File: src/hdl/mdlr_ram.sv
// generic single write, single read ram with registered read data
`timescale 1ns / 1ps

module mdlr_ram #(
    parameter int WIDTH = 32,
    parameter int DEPTH = 64,
    localparam int AW = (DEPTH > 1) ? $clog2(DEPTH) : 1
) (
    input  logic             i_clk,
    input  logic             i_we,
    input  logic [AW-1:0]    i_waddr,
    input  logic [WIDTH-1:0] i_wdata,
    input  logic [AW-1:0]    i_raddr,
    output logic [WIDTH-1:0] o_rdata
);

    logic [WIDTH-1:0] r_mem [DEPTH];
    logic [WIDTH-1:0] r_rdata;

    always_ff @(posedge i_clk) begin
        if (i_we) begin
            r_mem[i_waddr] <= i_wdata;
        end
        r_rdata <= r_mem[i_raddr];
    end

    assign o_rdata = r_rdata;

endmodule

File: config.mk
export PLATFORM = sky130hd
export DESIGN_NAME = mdlr_ram
export DESIGN_NICKNAME = d
export VERILOG_FILES = /design/src/hdl/mdlr_ram.sv
export SDC_FILE = /design/constraint.sdc
export NUM_CORES = 2
export LEC_CHECK = 0
export BUFFER_PORTS_ARGS = -buffer_cell sky130_fd_sc_hd__buf_2
export CORE_MARGIN = 2
export CORE_UTILIZATION = 49
export CTS_CLUSTER_SIZE = 24
export DETAILED_ROUTE_END_ITERATION = 8
export SLEW_MARGIN = 20
export SYNTH_ARGS = -nofsm -noshare
export SYNTH_HDL_FRONTEND = slang
export SYNTH_SLANG_ARGS = --single-unit
File: constraint.sdc
create_clock -name i_clk -period 7.6 [get_ports i_clk]
set_clock_uncertainty 0.15 [all_clocks]
set_input_delay 0.76 -clock i_clk [delete_from_list [all_inputs] [get_ports i_clk]]
set_output_delay 0.76 -clock i_clk [all_outputs]
set_load 0.01 [all_outputs]
### Yosys cells after proc, flatten, opt, wreduce, memory -nomap -nowiden

Memories as Yosys holds them, arrays and structs flattened. A register that Yosys moved wholly into a read port is not among the register bits.
Index checks and enable logic that the tools add are counted.

* multiplexer cells: 2

Operator list (count)
* 1-bit 2-to-1 mux: 2

* flip-flop bits (word level): 0
* word-level logic and storage cells: 3
* output and inout port bits: 32
* bits in writable memories: 2048
* input port bits: 46
* memories kept: 1

Memory list
* r_mem: words 64, width 32, rd ports 1, clocked after Yosys merged registers in 1, write ports 1, line 17 `logic [WIDTH-1:0] r_mem [DEPTH];`

### Longest topological paths before layout

* depth in word-level cells: 2
* mapped depth: 10
* depth with buffers taken out: 5

### Worst setup path after synthesis

Ideal clock, no wire load.

* path kind: in2reg
* start point: in i_waddr[3]
* end point: mem r_mem[48][0], enable pin
* slack: 3.530 ns
* stages on the path: 4
* data required time: 6.989 ns
* data arrival time: 3.459 ns
* setup time: 0.461 ns
* buffers on the path: 1
* path through: clkbuf_1 > nor2b_1 > nand4b_1 > nor3_1

RTL lines
* from (decl): line 11 `input logic [AW-1:0] i_waddr,`
* to (decl): line 17

Straight into the memory's write port.

==> metrics.yaml <==
wl_mm: 207
drcViolationCount: 0
crit_path_largest_cell_delay_ps: 590
largest_voltage_drop_on_the_vdd_net_mv: 0.228
io-pin-count: 78
place_worst_setup_slack_ps: 3090
fmaxAchievable_mhz: 269
die_y_um: 404
fin_util_pct: 56.0
crit_path_end_kind: "flop"
via_per_inst: 6.42
max_slew_margin_pct: 30.3
postSynthAreaPerCell_um2: 23.6
worstSetupStartpoint: "i_raddr[0]"
postSynthCellCount: 3324
global_route_overflow: 0
post_synthesis_net_count: 3370
setup_tns_ps: 0
grt_pass1_wl_mm: 290
outcome: "completed"
cp_slowest_cell: "mux4_2"
timing.final.max_slew_violations: 0
layout.nets: 3601
hold_class: "in -> reg"
timing.rr.start: "r_mem[47][27]"
start_util_pct: 49.5
crit_path_cell_trace: "buf_8 -> buf_12 -> mux4_2 -> mux2i_1 -> a21oi_1 -> a21oi_1 -> nor2_1"
finalSetupViolCount: 0
worst-setup-path-type: "in -> reg"
detailed_placement_wirelength_estimate_mm: 111
core_area_mm2: 0.159
cts_resized: 0
syn-cell-area_mm2: 0.0785
required_ps: 8120
netlist-cell-type-count: 34
post_cts_buffers: 0
numPortBuffers: 77
critPathArrivalTime_ps: 4250
worst_slack_ps: 3880
final_hold_viol_count: 0
overall_fraction_of_global_route_tracks_in_use_pct: 25.6
tritoncts_clock_tree: "done"
route.antenna.remaining_nets: 0
power_density_mw_per_mm2: 271
insertion_delay_ps: 840
die_area_mm2: 0.163
timing.critical_path.fanout_max: 79
synth-seq-area-share_pct: 79.1
yosys_synthesis_warning_count: 0
hold_path_startpoint: "i_wdata[11]"
wire_per_inst_um: 35.7
first_iter_violations: 4717
htree_levels: 4
startpoint_type: "input pin"
grt_setup_unrepaired: "false"
die_x_um: 404
clockRootBuffer: "clkbuf_16"
synth-seq-cells: 2080
largest_net_degree_at_the_start_of_global_routing: 107
detailedRoute.firstPassIterationCount: 6
worst_pin_slew_ps: 1040
rows: 146
critPathMostFrequentCell: "a21oi_1"
drive_above_1_share_pct: 29.7
globalplace.congestion: 0.801
lkg_pwr_uw: 0.0276
grt_antenna_before_repair: 22
timing.final.crit_share_pct: 49.0
final.fill_count: 11506
syn_to_final_growth_pct: 13.3
inserted_clock_buffers: 207
cts_sinks: 2080
layout_common_cells: "edfxtp_1, mux4_2, clkbuf_16"
layout.cells.most_common: "edfxtp_1"
route.vias.total: 37243
clk_pin_slew_worst_paths_ps: 60
ctsHoldBuffers: 0
post-route-min-period_ps: 3720
first_global_vias: 38084
bufs_on_longest_clock_path: 3
maxCapViolations: 0
-- layer usage --
metal | wire, um | part of all wire [%] | track usage [%]
met5 | 100 | 0.048 | 0
met4 | 5400 | 2.6 | 7.43
met3 | 18100 | 8.8 | 4.73
met2 | 99900 | 48 | 40.6
met1 | 83200 | 40 | 36.7
-- Yosys cell counts --
cell type | number | area (um^2)
or3_1 | 3 | 18.8
nand2b_1 | 8 | 50.1
or3b_1 | 2 | 17.5
buf_2 | 57 | 285
o22ai_1 | 84 | 526
o221ai_1 | 27 | 236
nand4b_1 | 1 | 8.76
nand4_1 | 2 | 12.5
or3b_2 | 3 | 26.3
mux4_2 | 544 | 12300
nor2_1 | 137 | 514
dfxtp_1 | 32 | 641
edfxtp_1 | 2048 | 61500
or2_1 | 1 | 6.26
or2_2 | 1 | 6.26
nor2b_1 | 15 | 93.8
or2_0 | 1 | 6.26
and2_1 | 2 | 12.5
o32ai_1 | 4 | 35.0
nand2_1 | 26 | 97.6
nor3_1 | 7 | 35.0
a22oi_1 | 12 | 90.1
a41o_1 | 4 | 40.0
and3_1 | 4 | 25.0
buf_1 | 21 | 78.8
mux2i_1 | 93 | 931
buf_4 | 25 | 188
nand3_1 | 5 | 25.0
a31oi_1 | 1 | 6.26
clkbuf_1 | 74 | 278
a311oi_1 | 8 | 70.1
buf_6 | 5 | 56.3
nand3b_1 | 5 | 37.5
a21oi_1 | 62 | 310
-- per-stage QoR --
stage	std cells	total power (uW)	instance area [um^2]	hold slack (ps)
floorplan	3324	13600	78500	513
global placement	5418	14200	82200	574
detailed placement	5418	14200	82200	574
CTS	5792	24200	88900	399
global route	5793	24700	88900	360
finish	5798	24100	89000	347
-- worst max-delay path, delay by kind of cell --
| kind | cells | cell delay (ps) |
|---|---|---|
| muxes | 2 | 1110 |
| buffers and inverters | 2 | 1090 |
| AOI/OAI and AO/OA | 2 | 940 |
| and+or+nand+nor | 1 | 180 |
-- logic make-up after synthesis --
family,synth area share (%)
buffers and inverters,1.13
and+or+nand+nor,1.27
DFF,79.1
muxes,16.8
AOI/OAI and AO/OA,1.67
-- final timing paths --
kind / end / slack (ps) / depth (start not counted)
worst max-delay path: o_rdata[27] / 3880 / 7
worst min-delay path: r_mem[16][11] / 350 / 1
worst max register to register: o_rdata[27] / 4800 / 5
worst min register to register: o_rdata[17] / 600 / 4
-- layout make-up --
class	count	area, um^2	area share (%)
antenna	6	15.0	0.0169
clock buffer	256	5430	6.10
clock inverter	118	1300	1.46
multi-input combinational	1062	16000	18.0
sequential	2080	62100	69.9
tap	2072	2590	2.91
timing repair buffer	204	1510	1.70
-- report_power, final --
part / leakage, uW / internal [uW] / switching [uW]
Sequential: 0.0187 / 12700 / 56.7
Clock: 0.00327 / 5900 / 4240
Combinational: 0.00569 / 420 / 764
Total: 0.0276 / 19000 / 5060
-- registers in the layout, indices dropped and copies added (netlist names) --
register	flops
o_rdata	32
r_mem	2048
(Power assumes the default switching activity.)
